`config.mk`:
```
export PLATFORM = sky130hd
export DESIGN_NAME = fix_frame_parser
export DESIGN_NICKNAME = d
export VERILOG_FILES = /design/src/design/ffp_pkg.sv /design/src/design/ffp_parser.sv /design/src/design/ffp_fifo.sv /design/src/design/fix_frame_parser.sv
export SDC_FILE = /design/constraint.sdc
export NUM_CORES = 1
export LEC_CHECK = 0
export BUFFER_PORTS_ARGS = -buffer_cell sky130_fd_sc_hd__buf_4
export CORE_MARGIN = 4
export CORE_UTILIZATION = 50
export CTS_BUF_LIST = sky130_fd_sc_hd__clkbuf_8
export DETAILED_ROUTE_END_ITERATION = 12
export PLACE_DENSITY = 0.67
export SLEW_MARGIN = 20
export SYNTH_ARGS = -nofsm -noshare
export SYNTH_HDL_FRONTEND = slang
export SYNTH_SLANG_ARGS = --single-unit
```
`constraint.sdc`:
```
create_clock -name clk -period 8.8 [get_ports clk]
set_input_delay 0.88 -clock clk [delete_from_list [all_inputs] [get_ports clk]]
set_output_delay 0.88 -clock clk [all_outputs]
set_load 0.005 [all_outputs]
```
`src/design/ffp_pkg.sv`:
```
// ----------------------------------------------------------------------------
// ffp_pkg
// Shared types and constants of the FIX frame parser.
// ----------------------------------------------------------------------------
package ffp_pkg;

  localparam logic [7:0]  SOH_BYTE     = 8'h01;
  localparam logic [7:0]  EQ_BYTE      = 8'h3d;
  localparam logic [7:0]  EIGHT_BYTE   = 8'h38;
  localparam logic [12:0] OFFSET_LIMIT = 13'h1fff;
  localparam logic [19:0] TAG_LIMIT    = 20'hfffff;
  // byte sum of "8=FIX" mod 256
  localparam logic [7:0]  START_SUM    = 8'd92;
  localparam int          FIFO_DEPTH   = 4;

  localparam logic [2:0] ST_OK        = 3'd0;
  localparam logic [2:0] ST_MISSING   = 3'd1;
  localparam logic [2:0] ST_CHECKSUM  = 3'd2;
  localparam logic [2:0] ST_BAD_LEN   = 3'd3;
  localparam logic [2:0] ST_TOO_LONG  = 3'd4;

  localparam logic CFG_CHECK_EN = 1'b0;
  localparam logic CFG_MAX_LEN  = 1'b1;

  typedef enum logic [2:0] {
    MODE_HUNT, MODE_TAG_START, MODE_TAG, MODE_VALUE, MODE_SKIP
  } mode_t;

  typedef struct packed {
    logic [19:0] field_tag;
    logic [31:0] value_number;
    logic        value_numeric;
    logic [12:0] value_length;
    logic [12:0] value_offset;
    logic        frame_end;
    logic [2:0]  frame_status;
    logic [7:0]  computed_sum;
  } result_t;

  // Characters of the frame start text "8=FIX"
  function automatic logic [7:0] start_char(input logic [2:0] idx);
    logic [7:0] c;
    case (idx)
      3'd0:    c = 8'h38;
      3'd1:    c = 8'h3d;
      3'd2:    c = 8'h46;
      3'd3:    c = 8'h49;
      3'd4:    c = 8'h58;
      default: c = 8'h00;
    endcase
    return c;
  endfunction

endpackage

```
`src/design/ffp_parser.sv`:
```
// ----------------------------------------------------------------------------
// ffp_parser
// Front end: takes one byte per cycle, tracks framing and emits field records.
// ----------------------------------------------------------------------------
module ffp_parser import ffp_pkg::*; #(
  parameter int MAX_BODY   = 4096,
  parameter int VALUE_BITS = 32
) (
  input  logic        clk,
  input  logic        rst,
  input  logic        in_valid,
  input  logic [7:0]  data_byte,
  input  logic        check_en,
  input  logic [12:0] max_len,
  output logic        res_valid,
  output result_t     res
);

  localparam int BODY_W = $clog2(MAX_BODY + 1);
  localparam int CMP_W  = VALUE_BITS + 18;
  localparam int ACC_W  = VALUE_BITS + 4;

  mode_t                  mode, mode_next;
  logic [2:0]             prefix_cnt, prefix_cnt_next;
  logic [19:0]            tag_acc, tag_acc_next;
  logic [VALUE_BITS-1:0]  val_acc, val_acc_next;
  logic                   val_digits, val_digits_next;
  logic [12:0]            val_cnt, val_cnt_next;
  logic [12:0]            offset, offset_next;
  logic [BODY_W-1:0]      body_rem, body_rem_next;
  logic [7:0]             run_sum, run_sum_next;
  logic [7:0]             fld_sum, fld_sum_next;
  logic [4:0]             req_seen, req_seen_next;
  logic                   in_trailer, in_trailer_next;
  logic                   len_known, len_known_next;

  // Compute next state and the emitted record for the current byte
  always_comb begin
    logic                  digit;
    logic [3:0]            dval;
    logic [23:0]           tag_x10;
    logic [19:0]           tag_push;
    logic [ACC_W-1:0]      val_x10;
    logic [VALUE_BITS-1:0] val_push;
    logic [VALUE_BITS-1:0] vmax;
    logic [2:0]            pc;
    logic                  abort;
    logic [BODY_W-1:0]     rem_n;
    logic                  numeric;
    logic                  nonempty;
    logic [VALUE_BITS-1:0] num;
    logic [CMP_W-1:0]      lim;
    logic                  fend;
    logic [2:0]            fstat;

    mode_next       = mode;
    prefix_cnt_next = prefix_cnt;
    tag_acc_next    = tag_acc;
    val_acc_next    = val_acc;
    val_digits_next = val_digits;
    val_cnt_next    = val_cnt;
    offset_next     = offset;
    body_rem_next   = body_rem;
    run_sum_next    = run_sum;
    fld_sum_next    = fld_sum;
    req_seen_next   = req_seen;
    in_trailer_next = in_trailer;
    len_known_next  = len_known;
    res_valid       = 1'b0;
    res             = '0;

    digit    = (data_byte >= 8'h30) && (data_byte <= 8'h39);
    dval     = 4'(data_byte - 8'h30);
    tag_x10  = {1'b0, tag_acc, 3'b0} + {3'b0, tag_acc, 1'b0} + 24'(dval);
    tag_push = (tag_x10 > 24'(TAG_LIMIT)) ? TAG_LIMIT : tag_x10[19:0];
    vmax     = '1;
    val_x10  = {1'b0, val_acc, 3'b0} + {3'b0, val_acc, 1'b0} + ACC_W'(dval);
    val_push = (val_x10 > ACC_W'(vmax)) ? vmax : val_x10[VALUE_BITS-1:0];
    pc       = prefix_cnt;
    abort    = 1'b0;
    rem_n    = body_rem;
    numeric  = val_digits && (val_cnt != 13'd0);
    nonempty = (val_cnt != 13'd0);
    num      = numeric ? val_acc : '0;
    lim      = (CMP_W'(max_len) < CMP_W'(MAX_BODY)) ? CMP_W'(max_len) : CMP_W'(MAX_BODY);
    fend     = 1'b0;
    fstat    = ST_OK;

    if (in_valid) begin
      if (mode == MODE_HUNT) begin
        // hunt for the start text
        if (pc < 3'd5 && data_byte == start_char(pc)) begin
          pc = pc + 3'd1;
        end else begin
          pc = (data_byte == EIGHT_BYTE) ? 3'd1 : 3'd0;
        end
        prefix_cnt_next = pc;
        if (pc == 3'd5) begin
          mode_next       = MODE_VALUE;
          tag_acc_next    = 20'd8;
          val_acc_next    = '0;
          val_digits_next = 1'b0;
          val_cnt_next    = 13'd3;
          offset_next     = 13'd5;
          body_rem_next   = '0;
          run_sum_next    = 8'd0;
          req_seen_next   = 5'd0;
          in_trailer_next = 1'b0;
          len_known_next  = 1'b0;
          fld_sum_next    = START_SUM;
        end
      end else if (offset == OFFSET_LIMIT) begin
        // frame too long
        res_valid          = 1'b1;
        res.frame_end      = 1'b1;
        res.frame_status   = ST_TOO_LONG;
        res.computed_sum   = run_sum;
        mode_next          = MODE_HUNT;
        prefix_cnt_next    = 3'd0;
      end else begin
        offset_next = offset + 13'd1;
        // count down the body
        if (len_known && !in_trailer) begin
          if (body_rem != '0) rem_n = body_rem - BODY_W'(1);
          body_rem_next = rem_n;
          if (rem_n == '0) begin
            if (data_byte != SOH_BYTE) begin
              abort            = 1'b1;
              res_valid        = 1'b1;
              res.frame_end    = 1'b1;
              res.frame_status = ST_BAD_LEN;
              res.computed_sum = run_sum;
              mode_next        = MODE_HUNT;
              prefix_cnt_next  = 3'd0;
            end else begin
              in_trailer_next = 1'b1;
            end
          end
        end

        if (!abort) begin
          if (mode == MODE_VALUE && data_byte == SOH_BYTE) begin
            // complete a field
            if (tag_acc == 20'd10) begin
              fend = 1'b1;
              if (len_known && !in_trailer) fstat = ST_BAD_LEN;
              else if (req_seen != 5'h1f) fstat = ST_MISSING;
              else if (check_en && (!numeric || num != VALUE_BITS'(run_sum)))
                fstat = ST_CHECKSUM;
            end else if (in_trailer) begin
              fend  = 1'b1;
              fstat = ST_BAD_LEN;
            end else if (tag_acc == 20'd8) begin
              req_seen_next[0] = nonempty;
            end else if (tag_acc == 20'd35) begin
              req_seen_next[2] = nonempty;
            end else if (tag_acc == 20'd49) begin
              req_seen_next[3] = nonempty;
            end else if (tag_acc == 20'd56) begin
              req_seen_next[4] = nonempty;
            end else if (tag_acc == 20'd9 && !len_known) begin
              if (!numeric) begin
                fend  = 1'b1;
                fstat = ST_BAD_LEN;
              end else if (CMP_W'(num) > lim) begin
                fend  = 1'b1;
                fstat = ST_TOO_LONG;
              end else begin
                len_known_next   = 1'b1;
                body_rem_next    = BODY_W'(num);
                req_seen_next[1] = (num != '0);
                if (num == '0) in_trailer_next = 1'b1;
              end
            end
            res_valid         = 1'b1;
            res.field_tag     = tag_acc;
            res.value_number  = 32'(num);
            res.value_numeric = numeric;
            res.value_length  = val_cnt;
            res.value_offset  = offset - val_cnt;
            res.frame_end     = fend;
            res.frame_status  = fstat;
            res.computed_sum  = run_sum;
            run_sum_next      = run_sum + fld_sum + 8'd1;
            fld_sum_next      = 8'd0;
            mode_next         = MODE_TAG_START;
            if (fend) begin
              mode_next       = MODE_HUNT;
              prefix_cnt_next = 3'd0;
            end
          end else if (data_byte == SOH_BYTE) begin
            // drop a field without a tag
            run_sum_next = run_sum + fld_sum + 8'd1;
            fld_sum_next = 8'd0;
            mode_next    = MODE_TAG_START;
          end else begin
            fld_sum_next = fld_sum + data_byte;
            case (mode)
              MODE_TAG_START, MODE_TAG: begin
                if (digit) begin
                  tag_acc_next = (mode == MODE_TAG_START) ? 20'(dval) : tag_push;
                  mode_next    = MODE_TAG;
                end else if (data_byte == EQ_BYTE && mode == MODE_TAG) begin
                  mode_next       = MODE_VALUE;
                  val_acc_next    = '0;
                  val_digits_next = 1'b1;
                  val_cnt_next    = 13'd0;
                end else begin
                  mode_next = MODE_SKIP;
                end
              end
              MODE_VALUE: begin
                if (val_cnt < OFFSET_LIMIT) val_cnt_next = val_cnt + 13'd1;
                if (digit && val_digits) val_acc_next = val_push;
                else val_digits_next = 1'b0;
              end
              default: begin
              end
            endcase
          end
        end
      end
    end
  end

  // Hold parser state
  always_ff @(posedge clk) begin
    if (rst) begin
      mode       <= MODE_HUNT;
      prefix_cnt <= 3'd0;
      tag_acc    <= 20'd0;
      val_acc    <= '0;
      val_digits <= 1'b1;
      val_cnt    <= 13'd0;
      offset     <= 13'd0;
      body_rem   <= '0;
      run_sum    <= 8'd0;
      fld_sum    <= 8'd0;
      req_seen   <= 5'd0;
      in_trailer <= 1'b0;
      len_known  <= 1'b0;
    end else begin
      mode       <= mode_next;
      prefix_cnt <= prefix_cnt_next;
      tag_acc    <= tag_acc_next;
      val_acc    <= val_acc_next;
      val_digits <= val_digits_next;
      val_cnt    <= val_cnt_next;
      offset     <= offset_next;
      body_rem   <= body_rem_next;
      run_sum    <= run_sum_next;
      fld_sum    <= fld_sum_next;
      req_seen   <= req_seen_next;
      in_trailer <= in_trailer_next;
      len_known  <= len_known_next;
    end
  end

endmodule

```
`src/design/ffp_fifo.sv`:
```
// ----------------------------------------------------------------------------
// ffp_fifo
// Result queue between the parser and the consumer.
// ----------------------------------------------------------------------------
module ffp_fifo import ffp_pkg::*; (
  input  logic    clk,
  input  logic    rst,
  input  logic    wr_en,
  input  result_t wr_data,
  input  logic    rd_en,
  output result_t rd_data,
  output logic    full,
  output logic    empty
);

  localparam int PTR_W = $clog2(FIFO_DEPTH);
  localparam int CNT_W = $clog2(FIFO_DEPTH + 1);

  result_t           mem [FIFO_DEPTH];
  logic [PTR_W-1:0]  wr_ptr;
  logic [PTR_W-1:0]  rd_ptr;
  logic [CNT_W-1:0]  count;
  logic              do_wr;
  logic              do_rd;

  assign full    = (count == CNT_W'(FIFO_DEPTH));
  assign empty   = (count == '0);
  assign do_wr   = wr_en && !full;
  assign do_rd   = rd_en && !empty;
  assign rd_data = mem[rd_ptr];

  // Store transactions
  always_ff @(posedge clk) begin
    if (do_wr) mem[wr_ptr] <= wr_data;
  end

  // Advance pointers and count
  always_ff @(posedge clk) begin
    if (rst) begin
      wr_ptr <= '0;
      rd_ptr <= '0;
      count  <= '0;
    end else begin
      if (do_wr) wr_ptr <= wr_ptr + PTR_W'(1);
      if (do_rd) rd_ptr <= rd_ptr + PTR_W'(1);
      if (do_wr && !do_rd) count <= count + CNT_W'(1);
      else if (do_rd && !do_wr) count <= count - CNT_W'(1);
    end
  end

  a_count_bound: assert property (@(posedge clk) disable iff (rst)
    count <= CNT_W'(FIFO_DEPTH)) else $error("fifo count overflow");
  a_push_grows: assert property (@(posedge clk) disable iff (rst)
    (do_wr && !do_rd) |=> count == $past(count) + CNT_W'(1))
    else $error("fifo push lost");
  a_pop_shrinks: assert property (@(posedge clk) disable iff (rst)
    (do_rd && !do_wr) |=> count == $past(count) - CNT_W'(1))
    else $error("fifo pop lost");

endmodule

```
`src/design/fix_frame_parser.sv`:
```
// ----------------------------------------------------------------------------
// fix_frame_parser
// FIX tag=value frame parser; status at the checksum field or an early end.
// ----------------------------------------------------------------------------
// Takes one byte per clock while full is low: the parser front end handles
// each byte combinationally and writes at most one field record into a
// four-entry result queue, so full rises only when the consumer stops popping
// and the queue fills. There is no clearing pass after reset.
module fix_frame_parser import ffp_pkg::*; #(
  parameter int MAX_BODY   = 4096,
  parameter int VALUE_BITS = 32
) (
  input  logic        clk,
  input  logic        rst,
  input  logic        push,
  output logic        full,
  input  logic [7:0]  data_byte,
  input  logic        pop,
  output logic        empty,
  output logic [19:0] field_tag,
  output logic [31:0] value_number,
  output logic        value_numeric,
  output logic [12:0] value_length,
  output logic [12:0] value_offset,
  output logic        frame_end,
  output logic [2:0]  frame_status,
  output logic [7:0]  computed_sum,
  input  logic        cfg_we,
  input  logic        cfg_index,
  input  logic [12:0] cfg_data
);

  logic        check_en;
  logic [12:0] max_len;
  logic        res_valid;
  result_t     res;
  result_t     head;

  // Configuration registers
  always_ff @(posedge clk) begin
    if (rst) begin
      check_en <= 1'b1;
      max_len  <= 13'd4096;
    end else if (cfg_we) begin
      case (cfg_index)
        CFG_CHECK_EN: check_en <= cfg_data[0];
        CFG_MAX_LEN:  max_len  <= cfg_data;
        default: begin
        end
      endcase
    end
  end

  ffp_parser #(.MAX_BODY(MAX_BODY), .VALUE_BITS(VALUE_BITS)) u_parser (
    .clk       (clk),
    .rst       (rst),
    .in_valid  (push && !full),
    .data_byte (data_byte),
    .check_en  (check_en),
    .max_len   (max_len),
    .res_valid (res_valid),
    .res       (res)
  );

  ffp_fifo u_fifo (
    .clk     (clk),
    .rst     (rst),
    .wr_en   (res_valid),
    .wr_data (res),
    .rd_en   (pop),
    .rd_data (head),
    .full    (full),
    .empty   (empty)
  );

  assign field_tag     = head.field_tag;
  assign value_number  = head.value_number;
  assign value_numeric = head.value_numeric;
  assign value_length  = head.value_length;
  assign value_offset  = head.value_offset;
  assign frame_end     = head.frame_end;
  assign frame_status  = head.frame_status;
  assign computed_sum  = head.computed_sum;

endmodule
```
==> run metrics <==
Most used DFF post-synth=edfxtp_1; Die H=233 um; I/O pin cnt=120; number of global-route vias before repair=17211; unrepaired setup endpoints after global routing=false; placed cell area=26900 sq um; DR vias=17350; final slew viol count=0; First-pass DRT Iterations=6; Slew headroom=29.3%; first-pass GRT wire length=94200 um; Layout Nets=2394; VDD IR max=95.0 uV; Lkg Pwr=10.2 nW; crit end category=flip-flop; Synth Cell Area=25300 sq um; Hold Path Class=in -> reg; area of the core=50100 sq um; CTS max path bufs=3; die area=54300 sq um; row count=82; # fillers=4195; Fin. Hold Viols=0; port bufs=119; Die W=233 um; gr ovfl total=0; DR DRC count=0; antenna-violating nets left=0; Worst setup SP type=flip-flop; final instance area=28500 sq um; Max Cap Viol=0; # resized after CTS=0; CTS tree=yes; Area Overhead vs Synth=12.5%; share of cells above drive strength 1=16.2%; fin crit period=5020 ps; wirelength, routed=60000 um; Setup Viol. Count Final=0; clock net sink count=508; Gate Count Post-Synth=2060; status=complete, no violations; Req. time, crit path=9080 ps; commonest non-fill, non-tap cell in the layout=edfxtp_1; Post CTS Setup Buffer Count=0; most frequent cells in the layout=364 x edfxtp_1, 168 x nor2_1, 154 x ha_1; Tot GR Track Use=22.1%; Max FO, Critical Path=49; HPWL Detailed=41400 um; Reg clk slew, reported paths=70 ps; Fin Clk Skew=46.4 ps; Worst Tran Pin Value=1060 ps; Routed wire per std cell=20.4 um; average size of a mapped cell=12.3 sq um; sequential area share after synthesis=54.6%; initial core utilization=50.6%; critical path type=reg -> reg; EDFF count, synth=364; via/cell ratio=5.88; setup TNS=0 ps; Starting DRT DRC Count=1342; Max Fclk=0.199 GHz; Power Dens Cells=191 nW/um^2; gpl congestion=0.879; final worst-path cycle share=57.1%; largest net degree at the start of global routing=64; CP arrival=5300 ps; clk_lat worst skew=680 ps; antenna violations before repair=1; CTS Root Cell=clkbuf_8; H-tree depth=3; Async S/R FF share, synth=0%; flops & latches, synth=508; Synthesized Nets=2249; Hold Buf Count CTS=0; CTS buffer count=86; warnings from Yosys=0; Unique masters post-synth=81
## layout make-up
cell class	instances	area (sq um)	share of cell area, %
clock buffers	90	1240	4.35
multi-input cells	1410	11000	38.5
repair buffers	138	1040	3.64
flip-flops and latches	508	13800	48.5
well taps	672	841	2.95
clock inverters	69	339	1.19
inverters	61	229	0.804
diodes	1	2.50	0.00878
## through the flow
| stage | total power, mW | std cells | utilization, % | hold slack [ps] | setup WS, ps |
|---|---|---|---|---|---|
| CTS | 5.50 | 2948 | 56.9 | 379 | 3740 |
| floorplan | 3.24 | 2060 | - | 432 | 3170 |
| detailed placement | 3.56 | 2789 | 53.7 | 449 | 3800 |
| finish | 5.45 | 2949 | 56.9 | 431 | 3780 |
| global route | 5.69 | 2949 | 56.9 | 427 | 3450 |
| global placement | 3.55 | 2789 | 53.7 | 446 | 3850 |
## final timing paths
kind | slack, ps | cells after the start | to | start
setup / recovery | 3780 | 12 | u_fifo.mem[0][70] | u_parser.body_rem[0]
hold / removal | 430 | 3 | check_en | cfg_data[0]
setup reg to reg | 3780 | 12 | u_fifo.mem[0][70] | u_parser.body_rem[0]
hold reg to reg | 460 | 2 | max_len[6] | max_len[6]
## worst max-delay path, stage by stage, from the launching register on
cell,delay [ps]
dfxtp_1,380
inv_1,110
ha_1,270
or3b_2,500
nor4_1,540
nand4_1,160
and3_1,220
or3_1,440
and2_1,240
a21oi_2,150
buf_4,230
and2_4,630
buf_4,700
## per-layer routing
| layer | wire length, um | global-route usage (%) | vias to the layer above |
|---|---|---|---|
| met5 | 0 | 0 | - |
| met4 | 1960 | 9.13 | 0 |
| met3 | 3580 | 3.75 | 110 |
| met2 | 28100 | 34.9 | 536 |
| met1 | 26400 | 30.5 | 8533 |
| li1 | - | - | 8171 |
## logic make-up after synthesis
| logic type | share of synthesized area, % |
|---|---|
| buffers and inverters | 2.15 |
| DFF | 54.6 |
| and+or+nand+nor | 12.7 |
| xor gates and xnor gates | 3.15 |
| adders and majority gates | 8.24 |
| muxes | 8.50 |
| AOI/OAI and AO/OA | 10.7 |
## power by group
group          internal, mW  switching [mW]
combinational         0.384           0.516
sequential             2.56          0.0556
clock                 0.962           0.969
total                  3.91            1.54
## synth_stat cells (all sizes together), types with 16 or more instances
cell type	instances	area share [%]
nand2b	19	0.47
nor2b	22	0.54
a211oi	17	0.50
nand3	44	0.87
edfxtp	364	43
a221o	19	0.75
clkbuf	60	0.89
nor4	27	0.75
xnor2	59	2.0
and3	32	0.79
or3	16	0.40
buf	21	0.36
nand2	145	2.1
nor2	170	2.5
a21oi	109	2.2
o21ai	106	2.1
mux4	91	8.1
a21o	33	0.98
xor2	32	1.1
a31oi	17	0.42
ha	154	7.6
and2	67	1.7
dfxtp	144	11
nor3	42	0.83
inv	61	0.90
nand4	18	0.44
## registers in the layout, indices dropped and copies added, names as in the netlist, 5 cells and up, named ones only
name               cells
u_parser.val_acc      32
u_parser.req_seen      5
u_parser.run_sum       8
u_parser.offset       13
u_fifo.mem           364
u_parser.val_cnt      13
u_parser.body_rem     13
u_parser.tag_acc      20
max_len               13
u_parser.fld_sum       8
Note: power is estimated with default switching activity, not from simulation.
